--- src/rtl/ole_pkg.sv ---
`timescale 1ns / 1ps

package ole_pkg;

	localparam int KEY_W = 32;
	localparam int OP_W  = 4;

	// operation codes carried in s_tuser
	localparam logic [OP_W-1:0] OP_INS_FRONT  = 4'd0;
	localparam logic [OP_W-1:0] OP_INS_BACK   = 4'd1;
	localparam logic [OP_W-1:0] OP_INS_SORTED = 4'd2;
	localparam logic [OP_W-1:0] OP_REM_FRONT  = 4'd3;
	localparam logic [OP_W-1:0] OP_REM_BACK   = 4'd4;
	localparam logic [OP_W-1:0] OP_REM_KEY    = 4'd5;
	localparam logic [OP_W-1:0] OP_MEMBER     = 4'd6;
	localparam logic [OP_W-1:0] OP_ITER_START = 4'd7;
	localparam logic [OP_W-1:0] OP_ITER_NEXT  = 4'd8;

	typedef enum logic [1:0] {
		ST_IDLE,
		ST_CMP,
		ST_EXEC
	} state_t;

	// per-cell shift control
	typedef struct packed {
		logic load_new;
		logic take_left;
		logic take_right;
	} cell_ctrl_t;

endpackage

--- src/rtl/ole_cell.sv ---
`timescale 1ns / 1ps

module ole_cell (
	input  logic                                clk,
	input  ole_pkg::cell_ctrl_t                 ctrl,
	input  logic signed [ole_pkg::KEY_W-1:0]    probe_key,
	input  logic signed [ole_pkg::KEY_W-1:0]    left_key,
	input  logic signed [ole_pkg::KEY_W-1:0]    right_key,
	output logic signed [ole_pkg::KEY_W-1:0]    entry,
	output logic                                eq,
	output logic                                lt
);
	import ole_pkg::*;

	logic signed [KEY_W-1:0] entry_q;
	logic                    eq_q;
	logic                    lt_q;

	// entry storage: load, shift right from left neighbor or shift left from right neighbor
	always_ff @(posedge clk) begin
		if (ctrl.load_new) begin
			entry_q <= probe_key;
		end else if (ctrl.take_left) begin
			entry_q <= left_key;
		end else if (ctrl.take_right) begin
			entry_q <= right_key;
		end
	end

	// registered compare against the probe key
	always_ff @(posedge clk) begin
		eq_q <= (entry_q == probe_key);
		lt_q <= (entry_q < probe_key);
	end

	assign entry = entry_q;
	assign eq    = eq_q;
	assign lt    = lt_q;

endmodule

--- config.mk ---
export PLATFORM = sky130hd
export DESIGN_NAME = ole_cell
export DESIGN_NICKNAME = d
export VERILOG_FILES = /design/src/rtl/ole_pkg.sv /design/src/rtl/ole_cell.sv
export SDC_FILE = /design/constraint.sdc
export NUM_CORES = 1
export LEC_CHECK = 0
export ABC_AREA = 1
export BUFFER_PORTS_ARGS = -buffer_cell sky130_fd_sc_hd__buf_2
export CAP_MARGIN = 20
export CORE_UTILIZATION = 41
export CTS_CLUSTER_DIAMETER = 50
export CTS_CLUSTER_SIZE = 8
export DETAILED_ROUTE_END_ITERATION = 10
export PLACE_DENSITY = 0.81
export SETUP_SLACK_MARGIN = 0.15
export SKIP_LAST_GASP = 1
export SYNTH_ARGS = -nofsm -noshare
export SYNTH_HDL_FRONTEND = slang
export SYNTH_SLANG_ARGS = --single-unit
--- constraint.sdc ---
create_clock -name clk -period 1.6 [get_ports clk]
set_input_delay 0.08 -clock clk [delete_from_list [all_inputs] [get_ports clk]]
set_output_delay 0.08 -clock clk [all_outputs]
set_load 0.1 [all_outputs]
==> results by group <==
Run status
  – Status: finished clean

Worst setup path
  – Worst Setup Start Kind: flip-flop
  – WP data arrival: 1.72 ns
  – Cell mode on critical path: nand2_1
  – Reg-to-reg startpoint: entry[11]$_DFFE_PP_
  – Cell family with most CP delay: simple AND/OR/NAND/NOR gates
  – WP data required: 1.78 ns
  – CP bufs+invs: 1
  – Reg2Reg Depth: 10
  – Crit path largest cell delay: 0.40 ns
  – CP endpoint kind: flip-flop
  – Flop2flop setup slack: 0.06 ns
  – CP Cell Sequence: ha_1 -> nand2_1 -> inv_2 -> nand3_4 -> nor3_4 -> nand2_1 -> nand2_2 -> nand2_2 -> nand3_1 -> nand2_1
  – Crit-path max FO: 2
  – Crit-path slowest cell: edfxtp_1
  – CP Depth: 10
  – CP Class: reg -> reg
  – Reg-to-Reg End: lt$_DFF_P_

Global route
  – Antenna violations before repair: 0
  – GRT Residual Overflow: 0
  – Vias in the first global route: 2206
  – First-pass GRT wire length: 9830 µm
  – Global-route usage over all layers: 19.9%
  – Largest net degree at the start of global routing: 35

Final layout
  – Fin util: 59.9%
  – Register area: 1000 µm²
  – Net count, final: 561
  – Multi-input logic area: 1450 µm²
  – Area Growth Syn to Fin: 41.3%
  – Finished Cell Area: 3550 µm²
  – # diodes: 0
  – Layout cells sized above 1: 43.0%
  – Fillers: 557

Yosys
  – Most frequent cell after synthesis: nand2_1
  – Ys async rst share: 0%
  – Synth Warn #: 0
  – Sequential-to-total area share from yosys stat: 39.9%
  – Commonest cells post-synth: nand2_1 (67), a21oi_1 (46), inv_1 (38), edfxtp_1 (32), ha_1 (32)
  – Cells after Synth: 294
  – Synth top area share: 38.3%
  – Synth cell types: 24
  – Synth Cell Area: 2510 µm²
  – Synthesized flop and latch total: 34
  – Area leader, netlist: edfxtp_1
  – Predominant post-synthesis flop cell: edfxtp_1
  – Main area contributors after synthesis: edfxtp_1 (38%), ha_1 (16%), nand2_1 (10%), a22oi_1 (9.3%), a21oi_1 (9.2%)
  – Post-Syn Nets: 426
  – Syn Area/Cell: 8.54 µm²
  – Post-synth EDFFs: 32

Pwr
  – Clock network fraction of design power: 22.6%
  – Internal Dissipation: 1.97 mW
  – Leakage: 1.81 nW
  – Overall power: 3.55 mW
  – VDD IR max: 0.581 mV
  – Logic pwr share: 44.6%
  – Seq pwr share: 32.7%
  – Switching share of power: 44.6%
  – Sw power: 1.58 mW
  – Pwr Density: 1000 nW/µm²

Drt
  – Iter 0 DRT Violations: 76
  – Via count: 2491
  – DRC viols: 0
  – Total iterations of the first detailed-routing run: 5
  – Post-Route WL: 6490 µm
  – Routed len/inst: 12.9 µm
  – ANT nets after route: 0
  – Avg Vias per Cell: 4.93

Die
  – Initial core utilization: 42.4%
  – IO Count: 134
  – Die height: 80.3 µm
  – Core area: 5920 µm²
  – Die Area: 6440 µm²
  – Num rows: 28
  – Die X: 80.3 µm

Place
  – DP Wirelength: 4920 µm
  – Post-DP Area: 3270 µm²
  – IO Port Bufs: 133
  – RD Place Congestion: 0.820

Clock tree
  – TritonCTS clock tree: done
  – H-tree Lvls: 2
  – Number of buffers created by CTS: 5
  – Clock transition at path regs: 0.08 ns
  – Clock Sinks: 34
  – Root buf cell: clkbuf_8
  – Clk buf depth: 2
  – Latest clock arrival within the worst-skew pair: 0.28 ns

Hold path
  – Min-delay src: left_key[0]
  – Worst hold path stage count: 3
  – HP Class: in -> reg
  – Worst Hold End: entry[0]$_DFFE_PP_

Job
  – MaxCap Viol Count: 0

STA
  – Slew Limit Fails: 0
  – FMAX: 650 MHz
  – Final period utilization: 96.1%
  – RSZ-0062 raised after global routing: yes
  – Period minus WS final: 1.54 ns
  – Clock Skew: 0.00303 ns
  – Final setup vio count: 0
  – Slew @ Worst Pin: 0.571 ns
  – Relative slew slack: 61.9%
  – Final hold viol count: 0
## stage by stage
stage | hold WS, ns | setup TNS, ns | worst slack [ns] | std cells
after floorplan | 0.310 | -0.721 | -0.420 | 294
after global placement | 0.439 | 0 | 0.00590 | 493
after detailed placement | 0.433 | 0 | 0.0130 | 493
after CTS | 0.135 | 0 | 0.0792 | 504
after global routing | 0.157 | -0.0312 | -0.0312 | 505
final | 0.148 | 0 | 0.0619 | 505
## flip-flops by register name, indices dropped and copies added (netlist names)
signal	cells
entry	32
eq	1
lt	1
## layout by cell type, fill, tap and decap left out
cell / synthesis / routed
a21o_1: 1 / 1
a21oi_1: 46 / 43
a21oi_2: 0 / 3
a22oi_1: 31 / 31
and2_4: 1 / 1
and3b_1: 1 / 1
buf_2: 11 / 133
buf_4: 0 / 9
bufinv_16: 0 / 1
clkbuf_8: 0 / 5
clkinvlp_4: 0 / 2
dfxtp_1: 2 / 2
edfxtp_1: 32 / 32
ha_1: 32 / 24
ha_4: 0 / 8
inv_1: 38 / 38
inv_2: 5 / 5
nand2_1: 67 / 61
nand2_2: 3 / 9
nand3_1: 3 / 1
nand3_2: 0 / 1
nand3_4: 0 / 1
nand4_1: 1 / 1
nand4_4: 1 / 1
nor2_1: 9 / 8
nor2_2: 2 / 2
nor2_4: 1 / 2
nor3_4: 0 / 1
o21a_2: 1 / 1
o21ai_0: 2 / 1
o21ai_1: 0 / 1
## area by class of cell
cell class                      instances  share of cell area (%)
Multi-Input combinational cell        203                    40.7
Sequential cell                        34                    28.2
Timing Repair Buffer                  142                    20.7
Inverter                               43                    4.55
Tap cell                               75                    2.64
Clock buffer                            5                    1.94
Clock inverter                          3                    1.27
## worst max path at each step
stage | startpoint | endpoint
after floorplan | entry[19]$_DFFE_PP_ | lt$_DFF_P_
after global placement | entry[11]$_DFFE_PP_ | lt$_DFF_P_
after detailed placement | entry[11]$_DFFE_PP_ | lt$_DFF_P_
after CTS | entry[11]$_DFFE_PP_ | lt$_DFF_P_
after global routing | entry[11]$_DFFE_PP_ | lt$_DFF_P_
final | entry[11]$_DFFE_PP_ | lt$_DFF_P_
## metal layers
metal  routed length, µm  track usage [%]  vias to the layer above
li1                    -                -                     1281
met1                2940             25.2                     1126
met2                3190             34.7                       80
met3                 321             3.86                        4
met4                  37             4.46                        0
met5                   0                0                        -
## power by group through the flow
stage / sequential (mW) / combinational, mW / clock (mW)
2_1_floorplan: 1.93 / 0.424 / 0
6_report: 1.16 / 1.58 / 0.804
3_5_place_dp: 1.17 / 1.50 / 0
5_1_grt: 1.17 / 1.70 / 0.868
3_3_place_gp: 1.17 / 1.48 / 0
4_1_cts: 1.15 / 1.53 / 0.830
## timing repair
action,4_1_cts,5_1_grt
hold buffers,0,0
setup endpoints to repair,1,2
gates cloned,0,0
pin swaps,4,12
buffers inserted,3,1
gates resized for setup,5,16
## logic make-up after synthesis
family,after synthesis,synth area share [%]
AND/OR/NAND/NOR,90,15.6
AO/OA/AOI/OAI,81,19.5
buffers and inverters,57,9.07
flip-flops,34,39.9
adder cells (fa/ha/maj),32,15.9
## worst register-to-register path: stages (launching register included)
cell	delay (ns)
edfxtp_1	0.40
ha_1	0.31
nand2_1	0.06
inv_2	0.08
nand3_4	0.07
nor3_4	0.19
nand2_1	0.08
nand2_2	0.07
nand2_2	0.05
nand3_1	0.07
nand2_1	0.06
Note: power is estimated with default switching activity, not from simulation.
